===== src/sv/mme_pkg.sv =====
// ----------------------------------------------------------------------------
// mme_pkg
// Shared types and constants of the matrix multiply engine: item and result
// beats, function and register codes, and the controller/datapath command.
// ----------------------------------------------------------------------------
package mme_pkg;

  localparam int MAX_DIM_DEF = 8;
  localparam int FRAC_BITS   = 12;

  localparam int IDX_W  = 3;
  localparam int VAL_W  = 16;
  localparam int CFG_W  = 4;
  localparam int CIDX_W = 2;
  localparam int PROD_W = 2 * VAL_W;
  localparam int ACC_W  = 40;

  localparam logic [CFG_W-1:0] DIM_RESET = 4'd8;

  typedef enum logic [1:0] {
    FUNC_LOAD_A  = 2'd0,
    FUNC_LOAD_B  = 2'd1,
    FUNC_COMPUTE = 2'd2,
    FUNC_NONE    = 2'd3
  } func_t;

  localparam logic [CIDX_W-1:0] CFG_ROWS_A    = 2'd0;
  localparam logic [CIDX_W-1:0] CFG_INNER_DIM = 2'd1;
  localparam logic [CIDX_W-1:0] CFG_COLS_B    = 2'd2;

  typedef struct packed {
    func_t                   func;
    logic [IDX_W-1:0]        row_index;
    logic [IDX_W-1:0]        col_index;
    logic signed [VAL_W-1:0] element_value;
  } item_t;

  typedef struct packed {
    logic [IDX_W-1:0]        out_row;
    logic [IDX_W-1:0]        out_col;
    logic signed [VAL_W-1:0] out_value;
    logic                    saturated;
    logic                    last;
  } result_t;

  typedef struct packed {
    logic a;
    logic b;
  } wr_t;

  typedef struct packed {
    logic             valid;
    logic             zero;
    logic             first;
    logic             last_k;
    logic             last;
    logic [IDX_W-1:0] i;
    logic [IDX_W-1:0] j;
    logic [IDX_W-1:0] k;
  } cmd_t;

  typedef struct packed {
    logic active;
  } status_t;

endpackage


===== src/sv/mme_ctrl.sv =====
// ----------------------------------------------------------------------------
// mme_ctrl
// Controller: holds the dimension registers, decodes items and steps the
// row/column/inner indices of a compute run, one multiply beat per cycle.
// ----------------------------------------------------------------------------
module mme_ctrl
  import mme_pkg::*;
#(
  parameter int MAX_DIM = MAX_DIM_DEF
) (
  input  logic              clk,
  input  logic              rst,
  input  logic              start,
  input  func_t             func,
  output logic              busy,
  input  logic              cfg_valid,
  output logic              cfg_ready,
  input  logic [CIDX_W-1:0] cfg_index,
  input  logic [CFG_W-1:0]  cfg_data,
  output wr_t               wr,
  output cmd_t              cmd,
  input  status_t           stat
);

  typedef enum logic [1:0] {
    ST_IDLE,
    ST_RUN,
    ST_DRAIN
  } state_t;

  localparam logic [CFG_W-1:0] MAX_D = CFG_W'(MAX_DIM);

  state_t           state;
  logic [CFG_W-1:0] rows_a;
  logic [CFG_W-1:0] inner_dim;
  logic [CFG_W-1:0] cols_b;
  logic [IDX_W-1:0] i;
  logic [IDX_W-1:0] j;
  logic [IDX_W-1:0] k;

  logic [CFG_W-1:0] m_eff;
  logic [CFG_W-1:0] n_eff;
  logic [CFG_W-1:0] p_eff;
  logic             accept;
  logic             last_k;
  logic             last_j;
  logic             last_i;

  assign m_eff = (rows_a > MAX_D) ? MAX_D : rows_a;
  assign n_eff = (inner_dim > MAX_D) ? MAX_D : inner_dim;
  assign p_eff = (cols_b > MAX_D) ? MAX_D : cols_b;

  assign busy      = (state != ST_IDLE);
  assign cfg_ready = 1'b1;
  assign accept    = start && !busy;

  assign wr.a = accept && (func == FUNC_LOAD_A);
  assign wr.b = accept && (func == FUNC_LOAD_B);

  assign last_k = (n_eff == '0) || (CFG_W'(k) == n_eff - 4'd1);
  assign last_j = (CFG_W'(j) == p_eff - 4'd1);
  assign last_i = (CFG_W'(i) == m_eff - 4'd1);

  always_ff @(posedge clk) begin
    if (rst) begin
      state     <= ST_IDLE;
      rows_a    <= DIM_RESET;
      inner_dim <= DIM_RESET;
      cols_b    <= DIM_RESET;
      i         <= '0;
      j         <= '0;
      k         <= '0;
      cmd       <= '0;
    end else begin
      if (cfg_valid && cfg_ready) begin
        unique case (cfg_index)
          CFG_ROWS_A:    rows_a    <= cfg_data;
          CFG_INNER_DIM: inner_dim <= cfg_data;
          CFG_COLS_B:    cols_b    <= cfg_data;
          default: ;
        endcase
      end
      unique case (state)
        ST_IDLE: begin
          cmd.valid <= 1'b0;
          if (accept && (func == FUNC_COMPUTE) && (m_eff != '0) && (p_eff != '0)) begin
            i     <= '0;
            j     <= '0;
            k     <= '0;
            state <= ST_RUN;
          end
        end
        ST_RUN: begin
          cmd.valid  <= 1'b1;
          cmd.zero   <= (n_eff == '0);
          cmd.first  <= (k == '0);
          cmd.last_k <= last_k;
          cmd.last   <= last_k && last_j && last_i;
          cmd.i      <= i;
          cmd.j      <= j;
          cmd.k      <= k;
          if (!last_k) begin
            k <= k + 3'd1;
          end else begin
            k <= '0;
            if (last_j) begin
              j <= '0;
              i <= i + 3'd1;
              if (last_i) begin
                state <= ST_DRAIN;
              end
            end else begin
              j <= j + 3'd1;
            end
          end
        end
        ST_DRAIN: begin
          cmd.valid <= 1'b0;
          if (!cmd.valid && !stat.active) begin
            state <= ST_IDLE;
          end
        end
        default: state <= ST_IDLE;
      endcase
    end
  end

endmodule


===== src/sv/mme_datapath.sv =====
// ----------------------------------------------------------------------------
// mme_datapath
// Datapath: A and B element memories, registered read, multiplier stage,
// 40-bit accumulator, and the round/saturate output register.
// ----------------------------------------------------------------------------
module mme_datapath
  import mme_pkg::*;
#(
  parameter int MAX_DIM = MAX_DIM_DEF
) (
  input  logic    clk,
  input  logic    rst,
  input  item_t   item,
  input  wr_t     wr,
  input  cmd_t    cmd,
  output status_t stat,
  output logic    result_valid,
  output result_t result
);

  localparam int DEPTH  = MAX_DIM * MAX_DIM;
  localparam int ADDR_W = (DEPTH > 1) ? $clog2(DEPTH) : 1;

  localparam logic signed [ACC_W-1:0] RND_HALF =
    (FRAC_BITS > 0) ? ACC_W'(1) <<< ((FRAC_BITS > 0) ? FRAC_BITS - 1 : 0) : '0;
  localparam logic signed [ACC_W-1:0] SAT_MAX = ACC_W'(32767);
  localparam logic signed [ACC_W-1:0] SAT_MIN = -ACC_W'(32768);

  logic [VAL_W-1:0] a_mem [DEPTH];
  logic [VAL_W-1:0] b_mem [DEPTH];

  logic                     in_range;
  logic [ADDR_W-1:0]        wr_addr;
  logic [ADDR_W-1:0]        a_addr;
  logic [ADDR_W-1:0]        b_addr;

  cmd_t                     s1;
  cmd_t                     s2;
  cmd_t                     s3;
  cmd_t                     s3_next;
  logic signed [VAL_W-1:0]  a_rd;
  logic signed [VAL_W-1:0]  b_rd;
  logic signed [PROD_W-1:0] prod;
  logic signed [ACC_W-1:0]  acc;

  logic signed [ACC_W-1:0]  rounded;
  logic signed [ACC_W-1:0]  shifted;

  assign in_range = (int'(item.row_index) < MAX_DIM) && (int'(item.col_index) < MAX_DIM);
  assign wr_addr  = ADDR_W'(int'(item.row_index) * MAX_DIM + int'(item.col_index));
  assign a_addr   = ADDR_W'(int'(cmd.i) * MAX_DIM + int'(cmd.k));
  assign b_addr   = ADDR_W'(int'(cmd.k) * MAX_DIM + int'(cmd.j));

  always_ff @(posedge clk) begin
    if (wr.a && in_range) begin
      a_mem[wr_addr] <= item.element_value;
    end
    if (wr.b && in_range) begin
      b_mem[wr_addr] <= item.element_value;
    end
    if (cmd.valid) begin
      a_rd <= a_mem[a_addr];
      b_rd <= b_mem[b_addr];
    end
  end

  always_comb begin
    s3_next       = s2;
    s3_next.valid = s2.valid && s2.last_k;
  end

  always_ff @(posedge clk) begin
    if (rst) begin
      s1  <= '0;
      s2  <= '0;
      s3  <= '0;
      acc <= '0;
    end else begin
      s1 <= cmd;
      s2 <= s1;
      s3 <= s3_next;
      if (s2.valid) begin
        acc <= s2.first ? ACC_W'(prod) : acc + ACC_W'(prod);
      end
    end
  end

  always_ff @(posedge clk) begin
    if (s1.valid) begin
      if (s1.zero) begin
        prod <= '0;
      end else begin
        prod <= a_rd * b_rd;
      end
    end
  end

  assign rounded = acc + RND_HALF;
  assign shifted = rounded >>> FRAC_BITS;

  always_ff @(posedge clk) begin
    if (rst) begin
      result_valid <= 1'b0;
    end else begin
      result_valid <= s3.valid;
    end
    if (s3.valid) begin
      result.out_row <= s3.i;
      result.out_col <= s3.j;
      result.last    <= s3.last;
      if (shifted > SAT_MAX) begin
        result.out_value <= VAL_W'(SAT_MAX);
        result.saturated <= 1'b1;
      end else if (shifted < SAT_MIN) begin
        result.out_value <= VAL_W'(SAT_MIN);
        result.saturated <= 1'b1;
      end else begin
        result.out_value <= VAL_W'(shifted);
        result.saturated <= 1'b0;
      end
    end
  end

  assign stat.active = s1.valid || s2.valid || s3.valid || result_valid;

endmodule


===== src/sv/matrix_multiply_engine.sv =====
// ----------------------------------------------------------------------------
// matrix_multiply_engine
// Signed Q4.12 matrix multiply C = A x B with rounding and saturation.
// ----------------------------------------------------------------------------
// Items enter on start/item and are taken when start is high and busy is low.
// A load item (load A or load B) writes one element in the accepting cycle;
// busy stays low, so loads go at one beat per cycle. Positions outside the
// matrix are dropped.
// A compute item with nonzero rows and columns raises busy and streams one
// multiply-accumulate per cycle through memory read, multiplier, accumulator
// and output register; busy falls once the pipeline has drained. The
// dimensions rows_a, inner_dim and cols_b are clamped to MAX_DIM, and an
// inner dimension of zero gives one zero product per result.
// Results come out in row order, one beat per cycle of result_valid, and the
// final beat of the run has last set. The receiver cannot stall: take every
// beat in the cycle it is shown. Zero rows or columns gives no results.
// Registers are written over cfg_valid/cfg_ready (always ready); write them
// only while idle, as the block does not enforce it. Reset sets all three
// dimensions to 8 and clears control; the element memories hold no reset
// value and must be loaded before use.
// ----------------------------------------------------------------------------
module matrix_multiply_engine
  import mme_pkg::*;
#(
  parameter int MAX_DIM = MAX_DIM_DEF
) (
  input  logic              clk,
  input  logic              rst,
  input  logic              start,
  output logic              busy,
  input  item_t             item,
  output logic              result_valid,
  output result_t           result,
  input  logic              cfg_valid,
  output logic              cfg_ready,
  input  logic [CIDX_W-1:0] cfg_index,
  input  logic [CFG_W-1:0]  cfg_data
);

  wr_t     wr;
  cmd_t    cmd;
  status_t stat;

  mme_ctrl #(
    .MAX_DIM(MAX_DIM)
  ) u_ctrl (
    .clk      (clk),
    .rst      (rst),
    .start    (start),
    .func     (item.func),
    .busy     (busy),
    .cfg_valid(cfg_valid),
    .cfg_ready(cfg_ready),
    .cfg_index(cfg_index),
    .cfg_data (cfg_data),
    .wr       (wr),
    .cmd      (cmd),
    .stat     (stat)
  );

  mme_datapath #(
    .MAX_DIM(MAX_DIM)
  ) u_datapath (
    .clk         (clk),
    .rst         (rst),
    .item        (item),
    .wr          (wr),
    .cmd         (cmd),
    .stat        (stat),
    .result_valid(result_valid),
    .result      (result)
  );

endmodule


===== config.mk =====
export PLATFORM = sky130hd
export DESIGN_NAME = matrix_multiply_engine
export DESIGN_NICKNAME = d
export VERILOG_FILES = /design/src/sv/mme_pkg.sv /design/src/sv/mme_ctrl.sv /design/src/sv/mme_datapath.sv /design/src/sv/matrix_multiply_engine.sv
export SDC_FILE = /design/constraint.sdc
export NUM_CORES = 2
export LEC_CHECK = 0
export ABC_AREA = 1
export BUFFER_PORTS_ARGS = -buffer_cell sky130_fd_sc_hd__buf_2
export CORE_AREA = 2 2 470 472
export CTS_BUF_LIST = sky130_fd_sc_hd__clkbuf_8
export DETAILED_ROUTE_END_ITERATION = 16
export DIE_AREA = 0 0 472 474
export MAX_ROUTING_LAYER = met4
export PLACE_DENSITY = 0.64
export RECOVER_POWER = 25
export SKIP_LAST_GASP = 1
export SYNTH_ARGS = -nofsm -noshare
export SYNTH_HDL_FRONTEND = slang
export SYNTH_HIERARCHICAL = 1
export SYNTH_SLANG_ARGS = --single-unit

===== constraint.sdc =====
create_clock -name clk -period 6.1 [get_ports clk]
set_input_delay 0.61 -clock clk [delete_from_list [all_inputs] [get_ports clk]]
set_output_delay 0.61 -clock clk [all_outputs]
set_load 0.01 [all_outputs]

# [Word-level counts from Yosys, hierarchy flattened]
# Memories as Yosys holds them, arrays and structs flattened. A register that Yosys moved wholly into a read port is not among the register bits.
# Cells that the tools add are included.
[totals] out_inout_bits=27 ram_bits=2048 elab_cells=133 memories=2 ff_bits=163
[memory_table] name="u_datapath.a_mem" depth=64 word_bits=16 read_ports=1 rd_ports_with_merged_regs=1 wr=1 line="mme_datapath.sv:29" text="logic [VAL_W-1:0] a_mem [DEPTH];"
[memory_table] name="u_datapath.b_mem" depth=64 word_bits=16 read_ports=1 rd_ports_with_merged_regs=1 wr=1 line="mme_datapath.sv:30" text="logic [VAL_W-1:0] b_mem [DEPTH];"
[op_classes] n_eq_ne=14 muxes=25 reduce_logical=35 magnitude_cmp=5 n_addsub=11 mul=1
[ops] op="$add A40 B13 Y40 const B" count=1
[ops] op="$add A40 B32 Y40" count=1
[ops] op="$mux W40" count=1
[ops] op="$mul A16 B16 Y32" count=1
[ops] op="$gt A28 B16 Y1 const B" count=1
[ops] op="$lt A28 B16 Y1 const B" count=1
[ops] op="$add A6 B3 Y6" count=3
[ops] op="$mux W3" count=6
[ops] op="$pmux W3 S2" count=3
[ops] op="$mux W17" count=1
[ops] op="$eq A3 B4 Y1" count=3
[ops] op="$gt A4 B4 Y1 const B" count=3
[ops] op="$mux W4" count=3
[ops] op="$sub A4 B1 Y4 const B" count=3
[ops] op="$logic_and A1 B1 Y1" count=10
[ops] op="$mux W2" count=5
[ops] op="$ne A2 B1 Y1 const B" count=5
[ops] op="$add A3 B1 Y3 const B" count=3
[ops] op="$reduce_and A2 Y1" count=4
[ops] op="$reduce_bool A4 Y1" count=2
[ops] op="$eq A2 B1 Y1 const B" count=3
[ops] op="$eq A2 B2 Y1 const B" count=3
[ops] op="$logic_not A2 Y1" count=3
[ops] op="$pmux W2 S3" count=1
[ops] op="11 further kinds" count=21

# [Longest topological paths before layout]
[depth] ltp_word=8 depth_mapped=28 depth_no_buf=26

# [Hierarchy]
# Netlist, hierarchy kept.
[modules_own_cells] module="mme_datapath" cells_per_inst=8745 n_inst=1 seq_area_each_um2=65542.9 area_each_um2=100152.3
[modules_own_cells] module="mme_ctrl" cells_per_inst=268 n_inst=1 seq_area_each_um2=740.7 area_each_um2=1953.1

# [Worst setup path after synthesis]
# Ideal clock, no wire load.
[synth_path] kind="flip-flop to flip-flop" start="reg u_datapath.a_rd[15] (read register of u_datapath.a_mem)" end="reg u_datapath.prod[31], data pin" period_less_slack_ps=5674 arrival_time_ps=5422 path_slack_ps=426 stages_incl_launch_ff=22 path_cell_list="edfxtp_1 -> clkbuf_1 -> nand2_1 -> inv_1 -> fa_1 -> fa_1 -> fa_1 -> fa_1 -> fa_1 -> inv_1 -> fa_1 -> inv_1 -> ha_1 -> nand2_1 -> o21ai_0 -> a21oi_1 -> nor3_1 -> nor2_1 -> nand2_1 -> nand2_1 -> nand2_1 -> nor2_1"
[synth_via] elab_chain_len=1
[synth_rtl] item="start, declared" line="mme_datapath.sv:41" text="logic signed [VAL_W-1:0] a_rd;"
[synth_rtl] item="$mul A16 B16 Y32" line="mme_datapath.sv:93" text="prod <= a_rd * b_rd;"
[synth_rtl] item="end signal, assigned" line="mme_datapath.sv:93"
[synth_rtl] item="end, declared" line="mme_datapath.sv:43" text="logic signed [PROD_W-1:0] prod;"
# No other way between the ends.
# A chain may end at the register's enable or synchronous reset.

# [Worst setup path after layout]
[layout_path] start="reg u_datapath.a_rd[15] (read register of u_datapath.a_mem)" end="reg u_datapath.prod[26], data pin"
# The elaborated chain is that of the path after synthesis.

==> results.cfg <==
[status]
status = finished with violations
violations = capacitance limit, slew limit

[global_route]
first_global_vias = 68800
overflow = 0
grt_usage = 0.262
grt_pass1_wl_um = 432000
grt_max_degree = 193
antenna_found_initial = 17

[placement]
port_buffers = 59
dp_hpwl_um = 173000
place.gp.congestion = 0.912

[cells_and_area]
area_growth_pct = 11.1
drive_gt1_frac = 0.102
layout_common_cells = edfxtp_1, nor2_1, o21ai_0
fillers = 19000
final_common_cell = edfxtp_1
multi_input_area_um2 = 31800
finalNetCount = 9624
regArea_um2 = 66300

[setup_path]
worstPathMaxFanout = 10
slowest_stage = fa_1
worstPathCellList = buf_4 > buf_4 > nand2_1 > fa_1 > inv_1 > fa_1 > fa_1 > fa_1 > fa_1 > inv_1 > fa_1 > inv_1 > ha_1 > nand2_1 > nor2_1 > inv_1 > nor2_2 > nand4_1 > nand2_1 > nand2_1 > nand2_1 > nand2_1 > nand2_1 > nor2_1
path_delay_family = adder cells
critPathCaptureType = register
slowest_delay_ps = 510
worst_ep_required_time_ps = 6850
criticalPathCategory = reg2reg
worst-path-buf-inv = 6
crit_top_cell = nand2_1
critPathLaunchType = register
crit_arrival_ps = 6600

[drt]
viasPerCell = 5.75
dr.first_iter.drc_count = 8104
wl_um = 289000
drt_pre_antenna_iters = 8
routedWlPerCell_um = 23.4
num_vias = 71100
route.detailed.drc = 0
ant_nets = 0

[sta]
tightest_slew_ps = 4130
relSlewSlack = -1.75
setup_violations = 0
maxSlewViolCount = 1263
finalHoldViolCount = 0
whs_ps = 216
fin_crit_sh = 0.960
rsz0062_at_grt = true
fin_skew_ps = 94.4
fmax_mhz = 171
min_period_ps = 5850

[clock_network]
cts_root_buffer = clkbuf_8
clkTransAtPathRegs_ps = 60
cts_sinks = 2243
cts_tree = yes
cts-buffers-inserted = 381
htree_levels = 5
clockBufferDepth = 4
clk_latency_ps = 1100

[yosys]
avgSynthCellArea_um2 = 11.3
ys_ff_latch = 2243
synth_cell_types = 52
synthesis.nets = 9442
ys_seq_area_frac = 0.649
synthCells = 9013
ys_warn_count = 6
synth_area_um2 = 102000

[floorplanning]
fp.dieArea_um2 = 224000
num_rows = 172
ios = 61
die_height_um = 474
die_w_um = 472
core_area_um2 = 219000
initial_core_util = 0.467

[job]
max-cap-violations = 21

[worst_hold_path]
hold_path.class = in2reg
-- flip-flops by register name (all words and copies together), names as in the netlist --
name / flops
u_ctrl/cmd: 14
u_ctrl/k: 3
u_ctrl/j: 3
u_ctrl/i: 3
u_datapath/b_mem: 1024
u_ctrl/state: 2
u_ctrl/rows_a: 4
u_datapath/s3: 8
u_datapath/a_mem: 1024
u_ctrl/inner_dim: 4
u_ctrl/cols_b: 4
u_datapath/result: 24
u_datapath/result_valid: 1
u_datapath/a_rd: 16
u_datapath/prod: 32
u_datapath/b_rd: 16
u_datapath/acc: 40
u_datapath/s1: 11
u_datapath/s2: 10
-- metrics by stage --
stage | cells | utilization | setup TNS [ps] | area [um2] | setup WS [ps]
finish | 12400 | 0.519 | 0 | 113000 | 245
global route | 12400 | 0.519 | -112 | 113000 | -30.4
CTS | 12300 | 0.518 | 0 | 113000 | 81.5
detailed placement | 11600 | 0.487 | 0 | 107000 | 112
global placement | 11600 | 0.487 | 0 | 107000 | 183
floorplan | 9013 | - | 0 | 102000 | 426
-- Yosys cell counts (all sizes together) --
cell type	instances	area, um2
clkbuf	427	1600
and3	2	13.8
a31oi	2	27.5
o21ai	1277	6390
o211ai	54	405
a31o	1	8.76
o21a	7	52.6
o2111ai	1	8.76
a21boi	3	22.5
o221a	1	11.3
o21bai	30	225
xor2	28	245
buf	126	674
a21o	7	52.6
inv	649	2440
a211oi	1	7.51
xnor2	23	201
nand4	22	138
o22ai	528	3300
nor2	1458	5520
fa	263	5270
clkinv	11	41.3
and2	17	106
nand2	1047	3970
ha	132	1650
edfxtp	2136	64100
conb	1	3.75
dfxtp	107	2140
a21oi	163	823
o221ai	23	201
nor4	1	6.26
nand3b	5	37.5
or2	14	87.6
nor3	134	686
a22oi	1	7.51
nand3	311	1590
-- worst reg2reg max path, cell delays in order, from the launching register on --
cell and delay (ps):
edfxtp_1 420, buf_4 180, buf_4 170, nand2_1 90, fa_1 470, inv_1 160
fa_1 460, fa_1 500, fa_1 510, fa_1 490, inv_1 50, fa_1 470
inv_1 50, ha_1 370, nand2_1 180, nor2_1 180, inv_1 60, nor2_2 170
nand4_1 140, nand2_1 150, nand2_1 70, nand2_1 80, nand2_1 50, nand2_1 60
nor2_1 50
-- path summary, 6_finish.rpt --
| path | from | to | slack (ps) | cells past startpoint |
|---|---|---|---|---|
| min reg2reg | u_datapath/s3[8]$_SDFF_PP0_ | u_datapath/result[23]$_DFFE_PP_ | 390 | 0 |
| max | u_datapath/a_rd[15]$_DFFE_PP_ | u_datapath/prod[26]$_SDFFCE_PP0P_ | 250 | 24 |
| max reg2reg | u_datapath/a_rd[15]$_DFFE_PP_ | u_datapath/prod[26]$_SDFFCE_PP0P_ | 250 | 24 |
| min | item[17] | u_datapath/a_mem[7][7]$_DFFE_PP_ | 220 | 3 |
-- cell type report --
cell class	count	share of cell area
clock buffer	390	0.0473
clock inverter	277	0.0103
multi-input combinational	5557	0.280
sequential	2243	0.584
inverter	660	0.0221
timing repair buffer	352	0.0243
tap	2871	0.0317
antenna	13	0.000287
-- per-layer routing --
layer  track usage  vias up  wire (um)
met4        0.0922        0       9290
li1              -    32100          -
met3        0.0401      498      23800
met5             -        -          0
met1         0.361    35300     123000
met2         0.397     3149     133000
-- kinds of logic after synthesis --
| group | synth area share |
|---|---|
| other | 0.0000367 |
| buffers and inverters | 0.0466 |
| AO/OA/AOI/OAI | 0.113 |
| flip-flops | 0.649 |
| AND/OR/NAND/NOR | 0.119 |
| adder cells (fa/ha/maj) | 0.0677 |
| XOR/XNOR | 0.00437 |
-- repair_timing --
action,CTS,global route
setup endpoints to repair,0,16
hold buffers,13,0
gates resized for setup,0,18
hold endpoints to repair,23,0
buffers inserted,0,33
Power is not shown: default switching activity piles up to over one toggle a cycle in this logic, so the estimate is an artifact.
